**src/design/rdcd_pkg.sv**
```systemverilog
`default_nettype none
package rdcd_pkg;

  localparam int ModeCountDefault = 3;

  localparam logic [7:0] CodeFwd     = 8'hF1;
  localparam logic [7:0] CodeBack    = 8'hF2;
  localparam logic [7:0] CodeStop    = 8'hF3;
  localparam logic [7:0] CodeTilt    = 8'hF4;
  localparam logic [7:0] CodeStopAll = 8'hF5;
  localparam int         HornBit     = 5;

  localparam logic [2:0] RegAngleCenter   = 3'd0;
  localparam logic [2:0] RegAngleRanges   = 3'd1;
  localparam logic [2:0] RegThrottleRanges = 3'd2;
  localparam logic [2:0] RegTurnLimits    = 3'd3;
  localparam logic [2:0] RegDriveLimits   = 3'd4;
  localparam logic [2:0] RegLinkTimeout   = 3'd5;

  localparam logic [7:0]  AngleCenterRst    = 8'd128;
  localparam logic [31:0] AngleRangesRst    = 32'hFF00_8180;
  localparam logic [31:0] ThrottleRangesRst = 32'hFF00_FF00;
  localparam logic [15:0] TurnLimitsRst     = 16'hFF00;
  localparam logic [15:0] DriveLimitsRst    = 16'hFF00;
  localparam logic [15:0] LinkTimeoutRst    = 16'd1000;

  localparam logic [2:0]  DriveMode = 3'd2;
  localparam logic [1:0]  DirFwd    = 2'b01;
  localparam logic [1:0]  DirBack   = 2'b11;
  localparam logic [1:0]  DirNone   = 2'b00;

  typedef enum logic [3:0] {
    ST_IDLE = 4'b0001,
    ST_MUL  = 4'b0010,
    ST_DIV  = 4'b0100,
    ST_OUT  = 4'b1000
  } rdcd_state_t;

  function automatic logic [7:0] abs9(input logic [8:0] v);
    logic [8:0] n;
    n = -v;
    return v[8] ? n[7:0] : v[7:0];
  endfunction

endpackage
`default_nettype wire

```
**src/design/remote_drive_command_decoder_top.sv**
```systemverilog
`default_nettype none
// Remote drive command decoder. Each input beat is either a four-byte remote
// frame (in_tuser = 0) or a one-millisecond tick (in_tuser = 1), and each gives
// exactly one result beat. Frames and ticks that need no speed rescaling go
// from acceptance straight to the output state, which loads the result
// register once it is free. A forward, back or spin frame in mode 2 rescales
// its speed with a bit-serial shift-add multiplier followed by a restoring
// bit-serial divider, unless the input range is empty, when both are skipped.
// One item is in work at a time; the result register lets the next item be
// taken while the previous result waits. Configuration writes are always
// accepted.
module remote_drive_command_decoder_top
  import rdcd_pkg::*;
#(
  parameter int MODE_COUNT = ModeCountDefault
) (
  input  wire logic        clk,
  input  wire logic        rst_n,
  input  wire logic        in_tvalid,
  output logic             in_tready,
  // direction_code, throttle, steer_angle, button_bits
  input  wire logic [31:0] in_tdata,
  // op
  input  wire logic        in_tuser,
  output logic             out_tvalid,
  input  wire logic        out_tready,
  // speed_write, motor_speed, direction_write, left_wheel_dir,
  // right_wheel_dir, link_reset, current_mode, zero fill
  output logic [23:0]      out_tdata,
  input  wire logic        cfg_valid,
  output logic             cfg_ready,
  input  wire logic [2:0]  cfg_index,
  input  wire logic [31:0] cfg_data
);

  localparam logic [3:0] ModeCountW = 4'(MODE_COUNT);

  rdcd_state_t state_r, state_nxt;

  logic [7:0]  angle_center_r;
  logic [31:0] angle_ranges_r;
  logic [31:0] throttle_ranges_r;
  logic [15:0] turn_limits_r;
  logic [15:0] drive_limits_r;
  logic [15:0] link_timeout_r;

  logic [2:0]  mode_r;
  logic        prev_horn_r;
  logic [15:0] silent_r;

  logic        spd_w_r, dir_w_r, lrst_r;
  logic [1:0]  ldir_r, rdir_r;
  logic        neg_r;
  logic [7:0]  out_lo_r, mplier_r, den_r, rem_r;
  logic [15:0] mcand_r, prod_r, qr_r;
  logic [3:0]  cnt_r;

  logic        out_tvalid_r;
  logic [23:0] out_tdata_r;

  // input decode
  logic [7:0]  code, thr, ang, btn;
  logic        horn, drive, advance, accept, mode2, timeout;
  logic [3:0]  mode_inc;
  logic [2:0]  mode_new;
  logic [15:0] silent_inc;
  logic [7:0]  x_sel, in_lo_sel, in_hi_sel, o_lo_sel, o_hi_sel;
  logic        scale, f_spd_w, f_dir_w, f_lrst;
  logic [1:0]  f_ldir, f_rdir;
  logic [8:0]  a_diff, b_diff, d_diff;

  assign accept    = in_tvalid && in_tready;
  assign in_tready = (state_r == ST_IDLE);
  assign cfg_ready = 1'b1;

  assign code = in_tdata[7:0];
  assign thr  = in_tdata[15:8];
  assign ang  = in_tdata[23:16];
  assign btn  = in_tdata[31:24];
  assign horn = btn[HornBit];

  assign drive    = (code == CodeFwd) || (code == CodeBack) || (code == CodeStop);
  assign advance  = (drive || code == CodeTilt) && horn && !prev_horn_r;
  assign mode_inc = {1'b0, mode_r} + 4'd1;
  assign mode_new = !advance ? mode_r : ((mode_inc == ModeCountW) ? 3'd0 : mode_inc[2:0]);
  assign mode2    = (mode_new == DriveMode);

  assign silent_inc = (silent_r == 16'hFFFF) ? silent_r : silent_r + 16'd1;
  assign timeout    = silent_inc > link_timeout_r;

  always_comb begin
    scale     = 1'b0;
    f_spd_w   = 1'b0;
    f_dir_w   = 1'b0;
    f_lrst    = 1'b0;
    f_ldir    = DirNone;
    f_rdir    = DirNone;
    x_sel     = ang;
    in_lo_sel = angle_ranges_r[7:0];
    in_hi_sel = angle_ranges_r[15:8];
    o_lo_sel  = turn_limits_r[7:0];
    o_hi_sel  = turn_limits_r[15:8];
    if (in_tuser) begin
      f_lrst  = timeout;
      f_spd_w = timeout && (mode_r == DriveMode);
    end else if (drive) begin
      f_spd_w = mode2;
      if (mode2) begin
        priority if (ang < angle_center_r) begin
          scale  = 1'b1;
          f_ldir = DirBack;
          f_rdir = DirFwd;
        end else if (ang > angle_center_r) begin
          scale     = 1'b1;
          in_lo_sel = angle_ranges_r[23:16];
          in_hi_sel = angle_ranges_r[31:24];
          f_ldir    = DirFwd;
          f_rdir    = DirBack;
        end else if (code == CodeFwd) begin
          scale     = 1'b1;
          x_sel     = thr;
          in_lo_sel = throttle_ranges_r[7:0];
          in_hi_sel = throttle_ranges_r[15:8];
          o_lo_sel  = drive_limits_r[7:0];
          o_hi_sel  = drive_limits_r[15:8];
          f_ldir    = DirFwd;
          f_rdir    = DirFwd;
        end else if (code == CodeBack) begin
          scale     = 1'b1;
          x_sel     = thr;
          in_lo_sel = throttle_ranges_r[23:16];
          in_hi_sel = throttle_ranges_r[31:24];
          o_lo_sel  = drive_limits_r[7:0];
          o_hi_sel  = drive_limits_r[15:8];
          f_ldir    = DirBack;
          f_rdir    = DirBack;
        end else begin
          scale = 1'b0;
        end
        f_dir_w = scale;
      end
    end else begin
      f_spd_w = mode2;
      f_lrst  = (code != CodeTilt) && (code != CodeStopAll);
    end
  end

  assign a_diff = {1'b0, x_sel} - {1'b0, in_lo_sel};
  assign b_diff = {1'b0, o_hi_sel} - {1'b0, o_lo_sel};
  assign d_diff = {1'b0, in_hi_sel} - {1'b0, in_lo_sel};

  // serial datapath
  logic [15:0] prod_sum;
  logic [8:0]  rem_shift;
  logic        rem_ge;
  logic [8:0]  rem_sub;
  logic [17:0] q_signed, v_sum;
  logic [7:0]  speed;
  logic        out_free;

  assign prod_sum  = prod_r + (mplier_r[0] ? mcand_r : 16'd0);
  assign rem_shift = {rem_r, qr_r[15]};
  assign rem_ge    = rem_shift >= {1'b0, den_r};
  assign rem_sub   = rem_shift - {1'b0, den_r};

  assign q_signed = neg_r ? -{2'b00, qr_r} : {2'b00, qr_r};
  assign v_sum    = q_signed + {10'd0, out_lo_r};
  always_comb begin
    priority if (v_sum[17]) begin
      speed = 8'd0;
    end else if (v_sum[16:8] != 9'd0) begin
      speed = 8'hFF;
    end else begin
      speed = v_sum[7:0];
    end
  end

  assign out_free = !out_tvalid_r || out_tready;

  always_comb begin
    state_nxt = state_r;
    unique case (state_r)
      ST_IDLE: if (accept) state_nxt = (scale && d_diff != 9'd0) ? ST_MUL : ST_OUT;
      ST_MUL:  if (cnt_r == 4'd7) state_nxt = ST_DIV;
      ST_DIV:  if (cnt_r == 4'd15) state_nxt = ST_OUT;
      ST_OUT:  if (out_free) state_nxt = ST_IDLE;
      default: state_nxt = ST_IDLE;
    endcase
  end

  always_ff @(posedge clk) begin
    if (!rst_n) begin
      state_r           <= ST_IDLE;
      angle_center_r    <= AngleCenterRst;
      angle_ranges_r    <= AngleRangesRst;
      throttle_ranges_r <= ThrottleRangesRst;
      turn_limits_r     <= TurnLimitsRst;
      drive_limits_r    <= DriveLimitsRst;
      link_timeout_r    <= LinkTimeoutRst;
      mode_r            <= 3'd0;
      prev_horn_r       <= 1'b0;
      silent_r          <= 16'd0;
      out_tvalid_r      <= 1'b0;
    end else begin
      state_r <= state_nxt;
      if (cfg_valid && cfg_ready) begin
        unique case (cfg_index)
          RegAngleCenter:    angle_center_r    <= cfg_data[7:0];
          RegAngleRanges:    angle_ranges_r    <= cfg_data;
          RegThrottleRanges: throttle_ranges_r <= cfg_data;
          RegTurnLimits:     turn_limits_r     <= cfg_data[15:0];
          RegDriveLimits:    drive_limits_r    <= cfg_data[15:0];
          RegLinkTimeout:    link_timeout_r    <= cfg_data[15:0];
          default: ;
        endcase
      end
      if (accept) begin
        if (in_tuser) begin
          silent_r <= timeout ? 16'd0 : silent_inc;
        end else begin
          mode_r      <= mode_new;
          prev_horn_r <= horn;
          silent_r    <= 16'd0;
        end
      end
      if (state_r == ST_OUT && out_free) begin
        out_tvalid_r <= 1'b1;
      end else if (out_tready) begin
        out_tvalid_r <= 1'b0;
      end
    end
  end

  always_ff @(posedge clk) begin
    unique case (state_r)
      ST_IDLE: begin
        if (accept) begin
          spd_w_r    <= f_spd_w;
          dir_w_r    <= f_dir_w;
          ldir_r     <= f_ldir;
          rdir_r     <= f_rdir;
          lrst_r     <= f_lrst;
          neg_r      <= a_diff[8] ^ b_diff[8] ^ d_diff[8];
          out_lo_r   <= scale ? o_lo_sel : 8'd0;
          mcand_r    <= {8'd0, abs9(a_diff)};
          mplier_r   <= abs9(b_diff);
          den_r      <= abs9(d_diff);
          prod_r     <= 16'd0;
          qr_r       <= 16'd0;
          rem_r      <= 8'd0;
          cnt_r      <= 4'd0;
        end
      end
      ST_MUL: begin
        prod_r   <= prod_sum;
        mcand_r  <= {mcand_r[14:0], 1'b0};
        mplier_r <= {1'b0, mplier_r[7:1]};
        cnt_r    <= (cnt_r == 4'd7) ? 4'd0 : cnt_r + 4'd1;
        if (cnt_r == 4'd7) qr_r <= prod_sum;
      end
      ST_DIV: begin
        rem_r <= rem_ge ? rem_sub[7:0] : rem_shift[7:0];
        qr_r  <= {qr_r[14:0], rem_ge};
        cnt_r <= cnt_r + 4'd1;
      end
      ST_OUT: begin
        if (out_free) begin
          out_tdata_r <= {6'd0, mode_r, lrst_r, rdir_r, ldir_r, dir_w_r,
                          (spd_w_r ? speed : 8'd0), spd_w_r};
        end
      end
      default: ;
    endcase
  end

  assign out_tvalid = out_tvalid_r;
  assign out_tdata  = out_tdata_r;

endmodule
`default_nettype wire
```
**config.mk**
```make
export PLATFORM = sky130hd
export DESIGN_NAME = remote_drive_command_decoder_top
export DESIGN_NICKNAME = d
export VERILOG_FILES = /design/src/design/rdcd_pkg.sv /design/src/design/remote_drive_command_decoder_top.sv
export SDC_FILE = /design/constraint.sdc
export NUM_CORES = 1
export LEC_CHECK = 0
export BUFFER_PORTS_ARGS = -buffer_cell sky130_fd_sc_hd__buf_2
export CORE_MARGIN = 2
export CORE_UTILIZATION = 66
export CTS_CLUSTER_DIAMETER = 120
export DETAILED_ROUTE_END_ITERATION = 6
export GPL_ROUTABILITY_DRIVEN = 0
export HOLD_SLACK_MARGIN = 0.08
export PLACE_DENSITY = 0.92
export SYNTH_ARGS = -nofsm -noshare
export SYNTH_HDL_FRONTEND = slang
export SYNTH_SLANG_ARGS = --single-unit
```
**constraint.sdc**
```tcl
create_clock -name clk -period 13.9 [get_ports clk]
set_clock_uncertainty 0.2 [all_clocks]
set_input_delay 2.085 -clock clk [delete_from_list [all_inputs] [get_ports clk]]
set_output_delay 2.085 -clock clk [all_outputs]
set_load 0.01 [all_outputs]
```
==> metrics.md <==
| Metric | Value |
|---|---|
| Setup_tns | 0 ns |
| Clock Path Buffers | 3 |
| Min setup slack post-route | 6.65 ns |
| Pre-CTS setup slack | about 6.3 ns |
| CTS clk-pin slew, worst paths | 0.06 ns |
| Slew margin rel. | 0.171 |
| GRT overflow | 0 |
| Overall routing resource usage | 0.310 |
| Largest net degree at the start of global routing | 91 |
| Critical path launch point | in_tdata[1] |
| Antenna violations before repair | 0 |
| Post_cts resized | 0 |
| Antenna diodes | 0 |
| Max Fanout on Critical Path | 19 |
| Sequential cell area fraction in the yosys report | 0.421 |
| Synthesized area | 14600 µm² |
| Hold Crit Start | dir_w_r |
| Tcrit/Tclk final | 0.522 |
| Starting Density | 0.671 |
| Cell variety after synth | 83 |
| Slew at the pin closest to its max-slew limit | between 1 and 1.5 ns |
| H-tree depth | 1 |
| Post-Synthesis Mean Instance Area | 8.79 µm² |
| Share of cells above drive strength 1 | 0.108 |
| Count of nets after finishing | about 1900 |
| First-pass GRT wire length | 59800 µm |
| Num CTS Buffers | 27 |
| Critical path's top delay family | compound AO/OA/AOI/OAI gates |
| Filler cells | 1503 |
| Register area | between 6000 and 7000 µm² |
| EDFF count, synth | 108 |
| Worst vdd ir | 0.0932 mV |
| CP required | 14.07 ns |
| CP Capture Type | flop |
| Cells after Synth | 1661 |
| Postcts setup bufs | 0 |
| Outcome | completed |
| Ys flop type | dfxtp_1 |
| Yosys Warn Count | 0 |
| Commonest non-fill, non-tap cell in the layout | nand2_1 |
| IO Count | 100 |
| Die area | between 20000 and 25000 µm² |
| CTS tree | yes |
| DRT Wirelength | 37500 µm |
| Clock Latency Late Sink | 0.54 ns |
| Final setup fails | 0 |
| Slowest CP cell | a221o_1 |
| Buffers on Ports | 85 |
| Leak Pwr | ~6.4 nW |
| Clock Tree Root | clkbuf_16 |
| Area contributors post-synth | edfxtp_1, dfxtp_1, nand2_1 |
| Final Hold Vio Count | 0 |
| Core Area | between 20000 and 25000 µm² |
| Post-synthesis register bit count | roughly 250 |
| Commonest cells after routing, fill and taps aside | nand2_1, dfxtp_1, a21oi_1 |
| Starting DRT DRC Count | around 1400 |
| Startpoint Class | primary input |
| Hold-fix buffers, CTS | 0 |
| Max incr delay on CP | about 0.59 ns |
| DIE WIDTH | 153 µm |
| Worst r2r src | mode_r[0] |
| Min-delay worst type | reg -> reg |
| Power Density | roughly 120 nW/µm² |
| Max-Cap Viols | 0 |
| Final core utilization | 0.737 |
| Multi-input logic area | 7910 µm² |
| Num rows | 54 |
| Die height | between 150 and 200 µm |
| RSZ-0062 raised after global routing | no |
| CP cell instances | buf_2, nor2_2, xnor2_1, nand3_1, a221o_1, nor2_1, nand2_1, a21oi_1, o22a_1, ha_1, a21o_1, a21oi_1, inv_1, maj3_1, a211oi_1, o211ai_1, nor4b_2, o32ai_1 |
| DRC Markers | 0 |
| Yosys top cell by area | edfxtp_1 |
| Slew Viols, Final | 0 |
| Clk sink count | 253 |
| Drt pass-1 iters | 6 |
| Via Count | about 13000 |
| Data arrival, critical path | 7.42 ns |
| Bufs and invs on worst path | 2 |
| Routed wire per std cell | 18.6 µm |
| Most used cell, CP | a21oi_1 |
| Vias in the first global route | 12300 |
| Top-area cell type share of the netlist area | 0.222 |
| Asr flop ratio synth | 0 |
| DRT antenna net count | 0 |
| Vias per cell | 6.33 |
| Fmax | ~0.14 GHz |
| Setup CP Type | in -> reg |
| Dpl hpwl | 25900 µm |
| Synth-to-Final Area Change | 9.90% |
| Post-layout minimum cycle time | slightly above 7 ns |
[layout make-up]
| type | count | share of cell area |
|---|---|---|
| tap | 280 | 0.0218 |
| multi-input combinational | 1263 | 0.493 |
| clock inverter | 15 | 0.00671 |
| sequential | 253 | 0.383 |
| clock buffer | 35 | 0.0471 |
| inverter | 69 | 0.0161 |
| timing repair buffer | 97 | 0.0321 |
[final timing paths]
check                      end  slack [ns]  depth (start not counted)
setup / recovery    state_r[1]        6.65                         18
hold reg to reg   out_tdata[9]        0.22                          0
hold / removal    out_tdata[9]        0.22                          0
setup reg to reg    state_r[1]        7.77                         19
[synth_stat cells (17+ instances only)]
| library cell | count |
|---|---|
| mux2_2 | 17 |
| nor3_1 | 17 |
| a21o_1 | 30 |
| o211ai_1 | 17 |
| nor2_1 | 120 |
| nand3_1 | 64 |
| nand2_1 | 322 |
| edfxtp_1 | 108 |
| a21oi_1 | 136 |
| xor2_1 | 29 |
| nor2b_1 | 24 |
| inv_1 | 68 |
| o21a_1 | 19 |
| dfxtp_1 | 145 |
| and2_1 | 36 |
| clkbuf_1 | 68 |
| xnor2_1 | 57 |
| ha_1 | 87 |
| o21ai_0 | 60 |
[sequential cells by signal, indices dropped and copies added, names as in the netlist, 16 cells and up]
name	cells
throttle_ranges_r	32
qr_r	16
angle_ranges_r	32
prod_r	16
drive_limits_r	16
mcand_r	16
silent_r	16
turn_limits_r	16
out_tdata	17
link_timeout_r	16
[per-stage QoR]
stage               hold WS [ns]  total power, mW  std cells  cell area (µm²)
CTS                        0.220             1.87       2012            16000
global placement           0.203             1.16       1962            15200
global route               0.232             1.94       2012            16000
finish                     0.224             1.87       2012            16000
detailed placement         0.206             1.18       1962            15200
floorplan                  0.200             1.10       1666            14600
[per-layer routing]
layer / vias to the layer above / global-route usage / part of all wire
li1: 5947 / - / -
met1: 5975 / 0.378 / 0.38
met2: 677 / 0.534 / 0.48
met3: 144 / 0.0509 / 0.090
met4: 0 / 0.156 / 0.051
met5: - / 0 / 0
[kinds of logic after synthesis]
family / share of synthesized area
AOI/OAI and AO/OA: 0.168
xor gates and xnor gates: 0.0543
adders and majority gates: 0.0850
buffers and inverters: 0.0409
DFF: 0.421
muxes: 0.0207
other: 0.000514
and+or+nand+nor: 0.209
[power by group]
part | total, mW | internal, mW | switching (mW)
combinational | 0.330 | 0.132 | 0.197
clock | 0.698 | 0.401 | 0.297
sequential | 0.847 | 0.820 | 0.0269
total | 1.87 | 1.35 | 0.521
No activity file was read; power rests on OpenSTA's default activity.
